[src/rtl/imu_complementary_tilt_filter_macros.svh]
// Assertion macros shared by the tilt filter RTL.
`ifndef IMU_COMPLEMENTARY_TILT_FILTER_MACROS_SVH
`define IMU_COMPLEMENTARY_TILT_FILTER_MACROS_SVH
`ifndef ASSERT_OFF
`define IMUCTF_ASSERT(lbl, prop, msg) \
  lbl: assert property (@(posedge clk_i) disable iff (!rst_ni) prop) else $error(msg);
`define IMUCTF_ASSERT_RST(lbl, prop, msg) \
  lbl: assert property (@(posedge clk_i) prop) else $error(msg);
`else
`define IMUCTF_ASSERT(lbl, prop, msg)
`define IMUCTF_ASSERT_RST(lbl, prop, msg)
`endif
`endif

[src/rtl/imuctf_pkg.sv]
// Package with constants, register codes and arithmetic helpers of the tilt filter.
`default_nettype none
package imuctf_pkg;

  // CORDIC iteration count, limited to the length of the arctangent table.
  localparam int CORDIC_STEPS   = 16;
  localparam int CORDIC_EFF     = (CORDIC_STEPS > 24) ? 24 : CORDIC_STEPS;
  localparam logic signed [26:0] Q16_180 = 27'sd11796480;

  // Divider geometry.
  localparam int DIV_W = 45;
  localparam logic [10:0] DEN_TEMP = 11'd340;
  localparam logic [10:0] DEN_RATE = 11'd131;
  localparam logic [10:0] DEN_MS   = 11'd1000;

  // Digit-wise division: three 15-bit digits, reciprocals ceil(2^35 / d).
  // A partial dividend stays below 2^25, so the quotient digit is exact.
  localparam int DIG_W  = 15;
  localparam int DIG_N  = 3;
  localparam int RCP_SH = 35;
  localparam logic [27:0] RCP_TEMP = 28'd101058055;
  localparam logic [27:0] RCP_RATE = 28'd262288080;
  localparam logic [27:0] RCP_MS   = 28'd34359739;

  // Configuration register codes.
  localparam logic [2:0] REG_ACCEL_WEIGHT = 3'd0;
  localparam logic [2:0] REG_GYRO_WEIGHT  = 3'd1;
  localparam logic [2:0] REG_OFFSET_X     = 3'd2;
  localparam logic [2:0] REG_OFFSET_Y     = 3'd3;
  localparam logic [2:0] REG_OFFSET_Z     = 3'd4;

  localparam logic [16:0] WEIGHT_ONE = 17'd65536;

  // Arctangent of 2^-i in degrees, Q.16.
  function automatic logic [21:0] atan_tab(input logic [4:0] i);
    logic [21:0] r;
    case (i)
      5'd0:  r = 22'd2949120;
      5'd1:  r = 22'd1740967;
      5'd2:  r = 22'd919879;
      5'd3:  r = 22'd466945;
      5'd4:  r = 22'd234379;
      5'd5:  r = 22'd117304;
      5'd6:  r = 22'd58666;
      5'd7:  r = 22'd29335;
      5'd8:  r = 22'd14668;
      5'd9:  r = 22'd7334;
      5'd10: r = 22'd3667;
      5'd11: r = 22'd1833;
      5'd12: r = 22'd917;
      5'd13: r = 22'd458;
      5'd14: r = 22'd229;
      5'd15: r = 22'd115;
      5'd16: r = 22'd57;
      5'd17: r = 22'd29;
      5'd18: r = 22'd14;
      5'd19: r = 22'd7;
      5'd20: r = 22'd4;
      5'd21: r = 22'd2;
      5'd22: r = 22'd1;
      default: r = 22'd0;
    endcase
    return r;
  endfunction

  // Absolute value of a 16-bit signed word.
  function automatic logic [16:0] abs16(input logic signed [15:0] v);
    logic [16:0] e;
    e = {v[15], v};
    return v[15] ? (17'd0 - e) : e;
  endfunction

  // Saturate to 32-bit signed.
  function automatic logic signed [31:0] sat32(input logic signed [55:0] v);
    logic signed [31:0] r;
    if (v > 56'sd2147483647) r = 32'sh7fffffff;
    else if (v < -56'sd2147483648) r = 32'sh80000000;
    else r = v[31:0];
    return r;
  endfunction

  // Divide by 65536, rounding to nearest with ties away from zero.
  function automatic logic signed [55:0] rnd_shr16(input logic signed [55:0] s);
    logic [55:0] mag;
    logic [55:0] m;
    mag = s[55] ? (56'd0 - s) : s;
    m   = (mag + 56'd32768) >> 16;
    return s[55] ? $signed(56'd0 - m) : $signed(m);
  endfunction

endpackage
`default_nettype wire

[src/rtl/imuctf_div.sv]
// Divider by a small constant using reciprocal multiplication on 15-bit digits, rounding to nearest.
`default_nettype none
module imuctf_div (
  input  wire logic                         clk_i,
  input  wire logic                         rst_ni,
  input  wire logic                         start_i,
  input  wire logic signed [imuctf_pkg::DIV_W-1:0] num_i,
  input  wire logic [10:0]                  den_i,
  output logic                              busy_o,
  output logic                              done_o,
  output logic signed [imuctf_pkg::DIV_W-1:0] quo_o
);
  import imuctf_pkg::*;

  logic [DIV_W-1:0] dvd_q, quo_q;
  logic [9:0]       rem_q;
  logic [24:0]      v_q;
  logic [14:0]      dig_q;
  logic [10:0]      den_q;
  logic [27:0]      rcp_q;
  logic [1:0]       cnt_q;
  logic             ph_q, neg_q, busy_q, done_q;

  logic [DIV_W-1:0] mag;
  logic [27:0]      rcp;
  logic [24:0]      v;
  logic [52:0]      prod;
  logic [25:0]      dprod;
  logic [25:0]      rem_full;

  // Magnitude plus half the divisor, reciprocal of the divisor, and the digit step.
  always_comb begin
    mag = (num_i[DIV_W-1] ? (DIV_W'(0) - num_i) : num_i) + DIV_W'(den_i >> 1);
    unique case (den_i)
      DEN_TEMP: rcp = RCP_TEMP;
      DEN_RATE: rcp = RCP_RATE;
      default:  rcp = RCP_MS;
    endcase
    v        = {rem_q, dvd_q[DIV_W-1 -: DIG_W]};
    prod     = {28'd0, v} * {25'd0, rcp_q};
    dprod    = {11'd0, dig_q} * {15'd0, den_q};
    rem_full = {1'b0, v_q} - dprod;
  end

  // Each digit is worked in phases: first the quotient digit, then the remainder.
  always_ff @(posedge clk_i or negedge rst_ni) begin
    if (!rst_ni) begin
      busy_q <= 1'b0;
      done_q <= 1'b0;
      cnt_q  <= '0;
      ph_q   <= 1'b0;
      neg_q  <= 1'b0;
      dvd_q  <= '0;
      quo_q  <= '0;
      rem_q  <= '0;
      v_q    <= '0;
      dig_q  <= '0;
      den_q  <= '0;
      rcp_q  <= '0;
    end else begin
      done_q <= 1'b0;
      if (start_i && !busy_q) begin
        busy_q <= 1'b1;
        cnt_q  <= '0;
        ph_q   <= 1'b0;
        neg_q  <= num_i[DIV_W-1];
        dvd_q  <= mag;
        quo_q  <= '0;
        rem_q  <= '0;
        den_q  <= den_i;
        rcp_q  <= rcp;
      end else if (busy_q) begin
        if (!ph_q) begin
          v_q   <= v;
          dig_q <= prod[RCP_SH +: DIG_W];
          dvd_q <= dvd_q << DIG_W;
          ph_q  <= 1'b1;
        end else begin
          rem_q <= rem_full[9:0];
          quo_q <= {quo_q[DIV_W-DIG_W-1:0], dig_q};
          ph_q  <= 1'b0;
          cnt_q <= cnt_q + 2'd1;
          if (cnt_q == 2'(DIG_N - 1)) begin
            busy_q <= 1'b0;
            done_q <= 1'b1;
          end
        end
      end
    end
  end

  assign busy_o = busy_q;
  assign done_o = done_q;
  assign quo_o  = neg_q ? $signed(DIV_W'(0) - quo_q) : $signed(quo_q);
endmodule
`default_nettype wire

[config.mk]
export PLATFORM = sky130hd
export DESIGN_NAME = imuctf_div
export DESIGN_NICKNAME = d
export VERILOG_FILES = /design/src/rtl/imu_complementary_tilt_filter_macros.svh /design/src/rtl/imuctf_pkg.sv /design/src/rtl/imuctf_div.sv
export SDC_FILE = /design/constraint.sdc
export NUM_CORES = 2
export LEC_CHECK = 0
export ABC_AREA = 1
export CAP_MARGIN = 20
export CORE_MARGIN = 4
export CORE_UTILIZATION = 50
export DETAILED_ROUTE_END_ITERATION = 10
export DONT_BUFFER_PORTS = 1
export GPL_ROUTABILITY_DRIVEN = 0
export PLACE_DENSITY = 0.68
export SYNTH_ARGS = -nofsm -noshare
export SYNTH_HDL_FRONTEND = slang
export SYNTH_SLANG_ARGS = --single-unit
[constraint.sdc]
create_clock -name clk_i -period 6 [get_ports clk_i]
set_clock_uncertainty 0.2 [all_clocks]
set_input_delay 1.8 -clock clk_i [delete_from_list [all_inputs] [get_ports clk_i]]
set_output_delay 1.8 -clock clk_i [all_outputs]
set_load 0.01 [all_outputs]
== Yosys cells after proc, flatten, opt, wreduce, memory -nomap -nowiden ==
Cells that the tools add are included.
Storage, ports and cells
  register bits: 170
  bits of input ports: 59
Operators by class
  add/sub/neg operators: 5
  multiply operators: 2
  equality and inequality tests: 4
  muxes and demuxes: 26
  bitwise operators: 2
  reduce and logical (&&, ||, !) cells: 7
Operator list (number)
  $mux 45: 8
  $sub 1x45->45 const A: 2
  $pmux 28 s2: 1
  $mul 25x28->50: 1
  $add 45x10->45: 1
  $mux 10: 3
  $mul 15x11->10: 1
  $eq 11x8->1 const B: 1
  $eq 11x9->1 const B: 1
  $mux 1: 11
  $sub 10x10->10: 1
  $mux 2: 3
  $reduce_and 2->1: 2
  $reduce_bool 2->1: 2
  $reduce_and 3->1: 1
  $add 2x1->2 const B: 1
  $eq 2x2->1 const B: 1
  $ne 2x1->1 const B: 1
  $not 1->1: 2
  $logic_and 1x1->1: 1
  $logic_not 1->1: 1

== Longest topological paths before layout ==
  depth in word-level cells: 5
  depth in mapped cells: 31
  gate-level depth less buffers: 29

== Worst setup path before layout ==
Ideal clock, no wire load.
  kind: register to register
  start point: reg rcp_q[24]
  end point: reg dig_q[10]
  library setup time: 0.130 ns
  arrival: 6.274 ns
  required time: 5.670 ns
  path slack: -0.604 ns
  stages on the path, launching flop included: 27
  cells stage by stage: dfrtp_1 clkbuf_1 clkbuf_1 nand2_1 inv_1 fa_1 fa_1 inv_1 fa_1 fa_1 inv_1 fa_1 fa_1 inv_1 fa_1 inv_1 ha_1 a21oi_1 inv_1 a31oi_1 nand2_1 a31oi_1 nand3_1 a21o_1 or2_2 nand3_1 o21ai_0
On the way
  word-level cells in the longest chain between the ends: 1
Ends and longest elaborated chain
  start: declaration: line imuctf_div.sv:20  | logic [27:0] rcp_q;
  start signal: assignment: line imuctf_div.sv:71  | rcp_q <= rcp;
  $mul 25x28->50: line imuctf_div.sv:40  | prod = {28'd0, v} * {25'd0, rcp_q};
  end signal: assignment: line imuctf_div.sv:75  | dig_q <= prod[RCP_SH +: DIG_W];
  end: declaration: line imuctf_div.sv:18  | logic [14:0] dig_q;
No other way between the ends.
A chain may end at the register's enable or synchronous reset.

== Final worst setup path ==
  start point: reg rcp_q[19]
  end point: reg dig_q[10]
Same word-level chain as after synthesis.

==> impl_metrics.tcl <==
set metrics [dict create \
    ys_ff_latch 148 \
    yosysTopAreaCell "fa_1" \
    coreArea_um2 60500 \
    crit_path_start_kind "flip-flop" \
    synth-edff-count 0 \
    critPathKind "flip-flop to flip-flop" \
    wl_per_cell_um 18.8 \
    final_cell_mix "inv_1 (1031), nand2_1 (685), fa_1 (494)" \
    fin_nets 5044 \
    syn-cell-area_um2 30600 \
    rsz0062_at_grt "true" \
    wl_met1_um 38300 \
    yosysWarnings 0 \
    cap_violations 0 \
    layout_setup_ws_ps -779 \
    grtUsageTotal 0.288 \
    slowest_stage "fa_2" \
    syn_inst 3859 \
    ctsHoldBuffers 0 \
    clockBufferDepth 2 \
    holdCritStartpoint "dvd_q[18]" \
    syn_nets 4728 \
    slowest_delay_ps 550 \
    grt_pass1_vias 27245 \
    setup_violations 15 \
    dp_hpwl_um 80500 \
    yosysSeqAreaShare 0.121 \
    cp.arrival_ps 6890 \
    multi_input_area_um2 23400 \
    setup_tns_ps -10230 \
    drt_iter0_markers 2008 \
    worst_pin_slew_ps 1330 \
    post-route-min-period_ps 6780 \
    r2r_end "dig_q[10]" \
    reg2reg_depth 29 \
    r2r_slack_ps -780 \
    async_flop_share 1.00 \
    dp_slack_ps -800 \
    slew_viol_final 0 \
    ff_latch_area_um2 3720 \
    top_layer_used "met4" \
    violations "negative setup slack" \
    grt_pass1_wl_um 148000 \
    cp-endpoint "dig_q[10]" \
    crit_required_ps 6110 \
    fillCellCount 5333 \
    finalInstanceArea_um2 35900 \
    ant_nets 0 \
    io_pins 106 \
    grt_max_degree 149 \
    syn_avg_cell_area_um2 7.93 \
    fmax_mhz 148 \
    met3_length_um 7240 \
    status "finished with violations" \
    crit_top_cell "fa_1" \
    htree_levels 4 \
    min_path_type "flip-flop to flip-flop" \
    ys.flop_type "dfrtp_1" \
    clk_pin_slew_ps 90 \
    yosysUniqueCellTypes 53 \
    routed_wl_um 93500 \
    dr.pass1.iters 6 \
    r2r-start "rcp_q[19]" \
    cts_buffers 17 \
    dieArea_um2 65200 \
    maxSlewHeadroom 0.103 \
    startpoint "rcp_q[19]" \
    clock-sinks 148 \
    route.met2.wl_um 44400 \
    crit_path_end_kind "flip-flop" \
    overflow 0 \
    layout_commonest_cell "inv_1" \
    finalHoldViolations 0 \
    die_y_um 255 \
    cts_tree "yes" \
    num_vias 25915 \
    dp.cells 4924 \
    drt-vias-per-instance 5.21 \
    antenna_found_initial 0 \
    final_cell_count_no_fill 4970 \
    port_buffers 0 \
    diodes 0 \
    fp.dieW_um 255 \
    initial_core_util 0.506 \
    drc 0 \
    cp_max_fo 16 \
    num_rows 90 \
    clk_latency_ps 460 \
    cts-root-buf "clkbuf_16" \
    drive_above_1_share 0.178 \
    placed_area_um2 34700 \
    syn2layout_area_growth_pct 17.5 \
    synth_top_area_share 0.339 \
    netlist_top_cells_area "fa_1 (34%), inv_1 (13%), dfrtp_1 (12%)" \
    finalCritPeriodShare 1.13 \
]
[cell type report]
| class | instances | area share |
|---|---|---|
| clock buffer | 19 | 0.0120 |
| clock inverter | 13 | 0.00390 |
| timing repair buffer | 396 | 0.0891 |
| tap | 782 | 0.0272 |
| inverter | 1085 | 0.114 |
| sequential | 148 | 0.103 |
| multi-input combinational | 2527 | 0.650 |
[synth_stat cells (4+ instances only)]
| library cell | n |
|---|---|
| o31ai_1 | 11 |
| clkbuf_2 | 8 |
| o21a_1 | 8 |
| nor4_1 | 22 |
| o21ai_1 | 6 |
| nor2_4 | 15 |
| nor2_1 | 222 |
| dfrtp_1 | 148 |
| xnor2_1 | 21 |
| nor3_1 | 21 |
| nor2_2 | 23 |
| clkbuf_1 | 79 |
| nand2_2 | 22 |
| nand3_1 | 124 |
| o21ai_2 | 4 |
| xor2_1 | 86 |
| inv_2 | 7 |
| a22oi_1 | 5 |
| buf_1 | 5 |
| nand3_2 | 8 |
| buf_2 | 4 |
| nand2_1 | 737 |
| a21oi_1 | 95 |
| inv_1 | 1076 |
| a21o_1 | 8 |
| nand4_1 | 18 |
| o22ai_1 | 39 |
| o211ai_1 | 7 |
| or2_2 | 17 |
| ha_1 | 292 |
| nand3b_1 | 11 |
| a31oi_1 | 21 |
| fa_1 | 518 |
| o21ai_0 | 138 |
| o21bai_1 | 5 |
[metal layers]
metal	global-route usage	up-vias
met5	0	-
met4	0.0951	0
met3	0.0541	194
met2	0.482	952
met1	0.381	12630
li1	-	12139
[logic make-up after synthesis]
family | synth area share
xor+xnor | 0.0306
buf+inv | 0.146
fa+ha+maj | 0.458
compound gates | 0.0673
simple gates | 0.176
flops | 0.121
[state kept, by name (all words and copies together) (netlist names)]
signal,flops
dig_q,15
rcp_q,7
v_q,10
cnt_q,2
den_q,10
busy_o,1
done_o,1
rem_q,10
neg_q,1
quo_q,45
dvd_q,45
ph_q,1
[worst min path at each step]
stage / cells after the start / slack, ps / end
global placement: 2 / 260 / dvd_q[17]
global route: 2 / 300 / dvd_q[6]
floorplan: 2 / 240 / dvd_q[18]
CTS: 2 / 280 / dvd_q[18]
detailed placement: 2 / 260 / dvd_q[18]
finish: 2 / 280 / dvd_q[18]
[critical path, delay by kind of cell, from the launching register on]
kind	cells	cell delay (ps)
buffers and inverters	10	790
DFF	1	420
and+or+nand+nor	5	600
adders and majority gates	8	3760
AOI/OAI and AO/OA	6	840
[through the flow]
stage | util | hold slack [ps]
floorplan | - | 244
global placement | 0.573 | 260
detailed placement | 0.573 | 261
CTS | 0.588 | 279
global route | 0.594 | 296
finish | 0.594 | 280
[repair_timing]
action                                 4_1_cts  5_1_grt
gates cloned                                 0        0
setup endpoints to repair                   15       15
setup buffers                                3       11
resized for setup                           89       76
endpoints found under the hold margin        0        0
pin swaps                                   26       20
Power is left out: the tool's default activity adds up to more than one toggle a clock period on the data nets, which glitch-free logic cannot reach.
