File: src/rtl/imu_complementary_tilt_filter_macros.svh
// Assertion macros shared by the tilt filter RTL.
`ifndef IMU_COMPLEMENTARY_TILT_FILTER_MACROS_SVH
`define IMU_COMPLEMENTARY_TILT_FILTER_MACROS_SVH
`ifndef ASSERT_OFF
`define IMUCTF_ASSERT(lbl, prop, msg) \
  lbl: assert property (@(posedge clk_i) disable iff (!rst_ni) prop) else $error(msg);
`define IMUCTF_ASSERT_RST(lbl, prop, msg) \
  lbl: assert property (@(posedge clk_i) prop) else $error(msg);
`else
`define IMUCTF_ASSERT(lbl, prop, msg)
`define IMUCTF_ASSERT_RST(lbl, prop, msg)
`endif
`endif

File: src/rtl/imuctf_pkg.sv
// Package with constants, register codes and arithmetic helpers of the tilt filter.
`default_nettype none
package imuctf_pkg;

  // CORDIC iteration count, limited to the length of the arctangent table.
  localparam int CORDIC_STEPS   = 16;
  localparam int CORDIC_EFF     = (CORDIC_STEPS > 24) ? 24 : CORDIC_STEPS;
  localparam logic signed [26:0] Q16_180 = 27'sd11796480;

  // Divider geometry.
  localparam int DIV_W = 45;
  localparam logic [10:0] DEN_TEMP = 11'd340;
  localparam logic [10:0] DEN_RATE = 11'd131;
  localparam logic [10:0] DEN_MS   = 11'd1000;

  // Digit-wise division: three 15-bit digits, reciprocals ceil(2^35 / d).
  // A partial dividend stays below 2^25, so the quotient digit is exact.
  localparam int DIG_W  = 15;
  localparam int DIG_N  = 3;
  localparam int RCP_SH = 35;
  localparam logic [27:0] RCP_TEMP = 28'd101058055;
  localparam logic [27:0] RCP_RATE = 28'd262288080;
  localparam logic [27:0] RCP_MS   = 28'd34359739;

  // Configuration register codes.
  localparam logic [2:0] REG_ACCEL_WEIGHT = 3'd0;
  localparam logic [2:0] REG_GYRO_WEIGHT  = 3'd1;
  localparam logic [2:0] REG_OFFSET_X     = 3'd2;
  localparam logic [2:0] REG_OFFSET_Y     = 3'd3;
  localparam logic [2:0] REG_OFFSET_Z     = 3'd4;

  localparam logic [16:0] WEIGHT_ONE = 17'd65536;

  // Arctangent of 2^-i in degrees, Q.16.
  function automatic logic [21:0] atan_tab(input logic [4:0] i);
    logic [21:0] r;
    case (i)
      5'd0:  r = 22'd2949120;
      5'd1:  r = 22'd1740967;
      5'd2:  r = 22'd919879;
      5'd3:  r = 22'd466945;
      5'd4:  r = 22'd234379;
      5'd5:  r = 22'd117304;
      5'd6:  r = 22'd58666;
      5'd7:  r = 22'd29335;
      5'd8:  r = 22'd14668;
      5'd9:  r = 22'd7334;
      5'd10: r = 22'd3667;
      5'd11: r = 22'd1833;
      5'd12: r = 22'd917;
      5'd13: r = 22'd458;
      5'd14: r = 22'd229;
      5'd15: r = 22'd115;
      5'd16: r = 22'd57;
      5'd17: r = 22'd29;
      5'd18: r = 22'd14;
      5'd19: r = 22'd7;
      5'd20: r = 22'd4;
      5'd21: r = 22'd2;
      5'd22: r = 22'd1;
      default: r = 22'd0;
    endcase
    return r;
  endfunction

  // Absolute value of a 16-bit signed word.
  function automatic logic [16:0] abs16(input logic signed [15:0] v);
    logic [16:0] e;
    e = {v[15], v};
    return v[15] ? (17'd0 - e) : e;
  endfunction

  // Saturate to 32-bit signed.
  function automatic logic signed [31:0] sat32(input logic signed [55:0] v);
    logic signed [31:0] r;
    if (v > 56'sd2147483647) r = 32'sh7fffffff;
    else if (v < -56'sd2147483648) r = 32'sh80000000;
    else r = v[31:0];
    return r;
  endfunction

  // Divide by 65536, rounding to nearest with ties away from zero.
  function automatic logic signed [55:0] rnd_shr16(input logic signed [55:0] s);
    logic [55:0] mag;
    logic [55:0] m;
    mag = s[55] ? (56'd0 - s) : s;
    m   = (mag + 56'd32768) >> 16;
    return s[55] ? $signed(56'd0 - m) : $signed(m);
  endfunction

endpackage
`default_nettype wire

File: src/rtl/imuctf_cordic.sv
// Iterative CORDIC vectoring unit computing atan2 in degrees, one rotation per cycle.
`default_nettype none
module imuctf_cordic (
  input  wire logic               clk_i,
  input  wire logic               rst_ni,
  input  wire logic               start_i,
  input  wire logic signed [15:0] y_i,
  input  wire logic signed [17:0] x_i,
  output logic                    busy_o,
  output logic                    done_o,
  output logic signed [24:0]      ang_o
);
  import imuctf_pkg::*;

  logic signed [30:0] x_q, y_q;
  logic signed [26:0] z_q;
  logic [4:0]         i_q;
  logic               busy_q, done_q;
  logic signed [24:0] ang_q;

  logic signed [30:0] xs, ys, xsh, ysh;
  logic signed [26:0] at;

  // Operand setup: sign-extended operands, shifted terms and the step's arctangent.
  always_comb begin
    xs  = {{13{x_i[17]}}, x_i};
    ys  = {{15{y_i[15]}}, y_i};
    xsh = x_q >>> i_q;
    ysh = y_q >>> i_q;
    at  = $signed({5'd0, atan_tab(i_q)});
  end

  // Rotation sequence.
  always_ff @(posedge clk_i or negedge rst_ni) begin
    if (!rst_ni) begin
      busy_q <= 1'b0;
      done_q <= 1'b0;
      i_q    <= '0;
      x_q    <= '0;
      y_q    <= '0;
      z_q    <= '0;
      ang_q  <= '0;
    end else begin
      done_q <= 1'b0;
      if (start_i && !busy_q) begin
        i_q <= '0;
        if (x_i == '0 && y_i == '0) begin
          ang_q  <= '0;
          done_q <= 1'b1;
        end else begin
          busy_q <= 1'b1;
          if (x_i < 0) begin
            z_q <= (y_i >= 0) ? Q16_180 : -Q16_180;
            x_q <= (-xs) <<< 12;
            y_q <= (-ys) <<< 12;
          end else begin
            z_q <= '0;
            x_q <= xs <<< 12;
            y_q <= ys <<< 12;
          end
        end
      end else if (busy_q) begin
        if (i_q == 5'(CORDIC_EFF)) begin
          busy_q <= 1'b0;
          done_q <= 1'b1;
          if (z_q > Q16_180) ang_q <= Q16_180[24:0];
          else if (z_q < -Q16_180) ang_q <= 25'(-Q16_180);
          else ang_q <= z_q[24:0];
        end else begin
          i_q <= i_q + 5'd1;
          if (y_q > 0) begin
            x_q <= x_q + ysh;
            y_q <= y_q - xsh;
            z_q <= z_q + at;
          end else begin
            x_q <= x_q - ysh;
            y_q <= y_q + xsh;
            z_q <= z_q - at;
          end
        end
      end
    end
  end

  assign busy_o = busy_q;
  assign done_o = done_q;
  assign ang_o  = ang_q;
endmodule
`default_nettype wire

File: config.mk
export PLATFORM = sky130hd
export DESIGN_NAME = imuctf_cordic
export DESIGN_NICKNAME = d
export VERILOG_FILES = /design/src/rtl/imu_complementary_tilt_filter_macros.svh /design/src/rtl/imuctf_pkg.sv /design/src/rtl/imuctf_cordic.sv
export SDC_FILE = /design/constraint.sdc
export NUM_CORES = 1
export LEC_CHECK = 0
export ABC_AREA = 0
export ABC_CLOCK_PERIOD_IN_PS = 6500
export BUFFER_PORTS_ARGS = -buffer_cell sky130_fd_sc_hd__buf_2
export CORE_MARGIN = 5
export CORE_UTILIZATION = 35
export CTS_CLUSTER_DIAMETER = 60
export DETAILED_ROUTE_END_ITERATION = 8
export PLACE_DENSITY_LB_ADDON = 0.08
export SYNTH_ARGS = -nofsm -noshare
export SYNTH_HDL_FRONTEND = slang
export SYNTH_SLANG_ARGS = --single-unit
File: constraint.sdc
create_clock -name clk_i -period 6.5 [get_ports clk_i]
set_clock_uncertainty 0.15 [all_clocks]
set_input_delay 1.3 -clock clk_i [delete_from_list [all_inputs] [get_ports clk_i]]
set_output_delay 1.3 -clock clk_i [all_outputs]
set_load 0.03 [all_outputs]
* Word-level counts from Yosys, hierarchy flattened
Memories as Yosys holds them, arrays and structs flattened.
Cells that the tools add are included.
** Storage, ports and cells
- Register bits :: 121
- Memory bits (read-only) :: 704
- Input bits :: 37
- Word-level logic and storage cells :: 74
- Memories kept :: 1
** Operators by class
- Add/sub/neg operators :: 9
- Order comparisons :: 5
- Eq/ne operators :: 4
- Shift-type cells :: 2
- Mux-type cells :: 36
- Reductions and logical operators :: 10
** Memories
- (no name shown) :: depth 32, width 22, rd ports 1, clocked after memory_dff 0, write ports 0, line imuctf_pkg.sv:37 : case (i)
** Operators by type and width (number)
- $mux W31 :: 12
- $mux W27 :: 7
- $mux W25 :: 6
- $add A31 B31 Y31 :: 2
- $sshr A31 B5 Y31 :: 2
- $sub A31 B31 Y31 :: 2
- $gt A31 B1 Y1 const B :: 1
- $add A27 B23 Y27 :: 1
- $gt A27 B25 Y1 const B :: 1
- $lt A27 B25 Y1 const B :: 1
- $sub A27 B23 Y27 :: 1
- $neg A16 Y19 :: 1
- $neg A18 Y19 :: 1
- $logic_not A18 Y1 :: 1
- $lt A18 B1 Y1 const B :: 1
- $ge A16 B1 Y1 const B :: 1
- $logic_not A16 Y1 :: 1
- $mux W5 :: 3
- $mux W1 :: 8
- $reduce_and A3 Y1 :: 2
- $add A5 B1 Y5 const B :: 1
- $eq A5 B5 Y1 const B :: 1
- $ne A2 B2 Y1 const B :: 2
- $reduce_bool A2 Y1 :: 2
- 4 further kinds :: 5

* Longest topological paths before layout
- Depth in word-level cells :: 6
- Depth in mapped cells :: 27
- Mapped depth without buffers :: 22

* Worst setup path after synthesis
Ideal clock, no wire load.
- Path type :: flip-flop to flip-flop
- Start :: reg i_q[0]
- End :: reg z_q[26]
- Library setup time :: 0.135 ns
- Arrival time :: 5.380 ns
- Required time :: 6.215 ns
- Setup slack :: 0.835 ns
- Stages on the path, launching flop included :: 24
- Buffers on the path :: 3
- Cell sequence :: dfrtp_1 > buf_2 > inv_2 > buf_4 > buf_2 > ha_1 > mux4_2 > a21boi_1 > or4b_1 > nor3_1 > and3_1 > a21oi_1 > xor2_1 > ha_1 > o21a_1 > nor2_1 > o31ai_1 > a21oi_1 > o22ai_1 > a31oi_1 > a211oi_1 > xnor2_1 > mux2i_1 > o211ai_1
** On the way
- Longest elaborated chain between the ends :: 6
- Elaborated cells between the ends (all ways) :: 10
** Ends and longest elaborated chain
- start: declaration :: line imuctf_cordic.sv:17 : logic [4:0] i_q;
- start signal: assignment :: line imuctf_cordic.sv:70 : i_q <= i_q + 5'd1;
- $mem_v2 Z32 W22
- $sub A27 B23 Y27 / $add A27 B23 Y27 (equally long branches) :: line imuctf_cordic.sv:78, imuctf_cordic.sv:74
- $mux W27 :: line imuctf_cordic.sv:71 : if (y_q > 0) begin
- $mux W27 :: line imuctf_cordic.sv:63 : if (i_q == 5'(CORDIC_EFF)) begin
- $mux W27 :: line imuctf_cordic.sv:62 : end else if (busy_q) begin
- $mux W27 :: line imuctf_cordic.sv:45 : if (start_i && !busy_q) begin
- end signal: assignment :: line imuctf_cordic.sv:53 : z_q <= (y_i >= 0) ? Q16_180 : -Q16_180;
- end signal: assignment :: line imuctf_cordic.sv:74 : z_q <= z_q + at;
- end signal: assignment :: line imuctf_cordic.sv:78 : z_q <= z_q - at;
- end: declaration :: line imuctf_cordic.sv:16 : logic signed [26:0] z_q;
Several ways; a longest one is shown, not always the timed one. The select of a mux whose other input is x is not followed.
A chain may end at the register's enable or synchronous reset.

* Worst setup path after layout
- Start :: reg i_q[0]
- End :: reg y_q[30]
** On the way
- Longest elaborated chain between the ends :: 6
- Elaborated cells between the ends (all ways) :: 10
** Ends and longest elaborated chain
- $sshr A31 B5 Y31 :: line imuctf_cordic.sv:28 : xsh = x_q >>> i_q;
- $add A31 B31 Y31 / $sub A31 B31 Y31 (equally long branches) :: line imuctf_cordic.sv:77, imuctf_cordic.sv:73
- $mux W31 :: line imuctf_cordic.sv:71
- $mux W31 :: line imuctf_cordic.sv:63
- $mux W31 :: line imuctf_cordic.sv:62
- $mux W31 :: line imuctf_cordic.sv:45
- end signal: assignment :: line imuctf_cordic.sv:59 : y_q <= ys <<< 12;
- end signal: assignment :: line imuctf_cordic.sv:73 : y_q <= y_q - xsh;
- end signal: assignment :: line imuctf_cordic.sv:77 : y_q <= y_q + xsh;
- end: declaration :: line imuctf_cordic.sv:15 : logic signed [30:0] x_q, y_q;
Several ways; a longest one is shown, not always the timed one. The select of a mux whose other input is x is not followed.

==> flow_summary.yaml <==
finish:
  fillCellCount: 4786
  final_cell_mix: "168 x o21ai_0, 167 x nand2_1, 149 x nor2_1, 145 x a21oi_1, 116 x dfrtp_1"
  nets: 2204
  design_area_sq_um: 18500
  layout_commonest_cell: "o21ai_0"
  syn_to_final_growth_pct: 11.5
  layout-drive-gt1-share_pct: 17.0
sta:
  slew_headroom_pct: 23.4
  post-route-period-util_pct: 94.7
  hold_viol: 0
  setup_violations: 0
  drv_slew: 0
  period_minus_slack_ps: 6160
  timing.fmax_mhz: 162
  worst_pin_slew_ps: 1150
logic_synthesis:
  synth_xor_area_share_pct: 8.64
  synth_nets: 2158
  synth_area_sq_um: 16600
  synth_top_family_by_area: "compound AO/OA/AOI/OAI gates"
  synth_edf_count: 0
  synth_seq_cells: 121
  netlist_instances: 2009
  synth.mux.area_fraction_pct: 15.7
  yosysSeqAreaShare_pct: 18.2
  synth.distinct_cells: 103
  yosys_warnings: 0
  postSynthAreaPerCell_sq_um: 8.27
  yosys.area_share.simple_pct: 18.0
  synth_compound_area_share_pct: 26.4
  async_flop_share_pct: 100
  synth_flop_cell: "dfrtp_1"
  synth_fa_ha_area_share_pct: 8.57
global_route:
  grt_pass1_wl_mm: 99.8
  track_usage_pct: 24.4
  grt_overflow: 0
  antenna_found_initial: 1
  grt_max_degree: 69
  grt_pass1_vias: 16000
place:
  placed_area_sq_um: 17900
  numPortBuffers: 63
  dp_hpwl_mm: 49.1
  gp_congestion: 0.973
floorplanning:
  rows: 79
  die-area_sq_um: 52000
  num_io_pins: 64
  die_h_microns: 228
  core_area_sq_um: 46800
  fp.dieW_microns: 228
  initial_utilization_pct: 35.6
clock_network:
  clockBufferDepth: 2
  cts_tree: "done"
  cts_hold_buffers: 0
  root_buffer: "clkbuf_16"
  clock-sinks: 121
  htreeDepth: 4
  clk_pin_slew_ps: 70
  clk_latency_ps: 490
  numCtsBuffers: 17
detailed_routing:
  totalWireLength_mm: 65.0
  vias_per_cell: 6.16
  wire_per_inst_microns: 24.3
  drtPass1Iterations: 7
  drc: 0
  drtIter0Drc: 1351
  ant_nets: 0
  vias: 16500
setup_path:
  startpoint_type: "flop"
  cp.required_ps: 6680
  cp.arrival_ps: 6340
  endpoint: "y_q[30]$_DFFE_PN0P_"
  worstSetupPathType: "flop to flop"
  r2r-start: "i_q[0]$_DFFE_PN0P_"
  cp_max_fo: 58
  worstSetupStartpoint: "i_q[0]$_DFFE_PN0P_"
  r2r_end: "y_q[30]$_DFFE_PN0P_"
  rr_worst_depth: 22
  reg2reg_slack_ps: 340
  crit_path_end_kind: "flop"
flow_run:
  drv_cap: 0
outcome:
  status: "complete, no violations"
min_path:
  hp-class: "flop to flop"
final cells by class:
type                    count  area, sq um  share of cell area (%)
inverters                  53          199                    1.07
clock buffers              17          425                    2.30
diodes                      2         5.00                  0.0270
flip-flops and latches    121         3040                    16.4
multi-input cells        1712        12900                    69.6
clock inverters            15          155                   0.837
repair buffers            150         1040                    5.62
well taps                 607          759                    4.10
state kept, by name, indices dropped and copies added, names as in the netlist:
name,cells
z_q,27
done_o,1
i_q,5
ang_o,25
y_q,31
x_q,31
busy_o,1
cell usage after synthesis, drive strengths merged, types with 26 or more instances:
cell type    n  area share, %
a21o        40            1.8
a21oi      145            4.4
a31oi       30            1.1
buf         49            1.6
clkbuf      74            1.7
dfrtp      121             18
ha         109            8.2
inv         52            1.2
mux2        42            2.9
mux2i       59            3.6
mux4        68            9.2
nand2      169            3.8
nand2b      26           0.98
nand3       67            2.1
nor2       152            3.4
nor2b       26           0.98
nor3        37            1.2
o21a        32            1.4
o21ai      177            5.3
o31ai       28            1.3
xnor2       77            4.1
xor2        87            4.6
worst min-delay path by stage:
stage                           from  depth (start not counted)                     to  slack (ps)
2_1_floorplan     x_q[0]$_DFFE_PN0P_                          2     x_q[0]$_DFFE_PN0P_         340
3_3_place_gp   ang_o[21]$_DFFE_PN0P_                          2  ang_o[21]$_DFFE_PN0P_         320
3_5_place_dp   ang_o[21]$_DFFE_PN0P_                          2  ang_o[21]$_DFFE_PN0P_         320
4_1_cts        ang_o[21]$_DFFE_PN0P_                          2  ang_o[21]$_DFFE_PN0P_         340
5_1_grt        ang_o[21]$_DFFE_PN0P_                          2  ang_o[21]$_DFFE_PN0P_         370
6_report       ang_o[21]$_DFFE_PN0P_                          2  ang_o[21]$_DFFE_PN0P_         340
routing by layer:
| metal | track usage (%) | vias to the layer above | share of wire [%] |
|---|---|---|---|
| met5 | 0 | - | 0 |
| met3 | 4.48 | 102 | 6.1 |
| li1 | - | 7713 | - |
| met4 | 8.96 | 0 | 3.3 |
| met2 | 38.6 | 556 | 46 |
| met1 | 33.4 | 8116 | 45 |
repair_timing:
item	in CTS	in global routing
setup endpoints to repair	0	24
buffers inserted	0	5
hold endpoints to repair	0	0
gates resized for setup	0	4
cells by family (layout without fill, tap and decap cells):
logic type | after synthesis | in the layout
adders and majority gates | 112 | 112
other | 0 | 2
muxes | 169 | 169
and+or+nand+nor | 605 | 605
buffers and inverters | 176 | 235
DFF | 121 | 121
xor gates and xnor gates | 164 | 164
AOI/OAI and AO/OA | 662 | 662
worst max-delay path: stages, from the launching register on:
cell,delay [ps]
dfrtp_4,430
buf_12,290
mux4_2,580
mux2_2,280
mux2_2,270
mux2i_1,340
ha_1,240
o2111ai_1,140
nor4_2,340
buf_4,170
nor2_1,40
xnor2_1,130
ha_1,360
o21a_1,140
nor2_1,40
a211oi_1,430
o31a_1,280
a211oi_2,120
o21ai_0,400
a21oi_1,170
o21ai_0,280
xor2_1,170
o221ai_1,120
stage by stage:
step                setup WS [ps]  setup TNS [ps]  std cells  util [%]  hold slack, ps
floorplan                     835               0       2009         -             337
global placement              171               0       2638      38.2             316
detailed placement            123               0       2638      38.2             321
CTS                          87.1               0       2670      39.5             337
global route                -12.5           -12.5       2675      39.6             369
finish                        343               0       2677      39.6             338
Power is not shown: default switching activity piles up to over one toggle a cycle in this logic, so the estimate is an artifact.
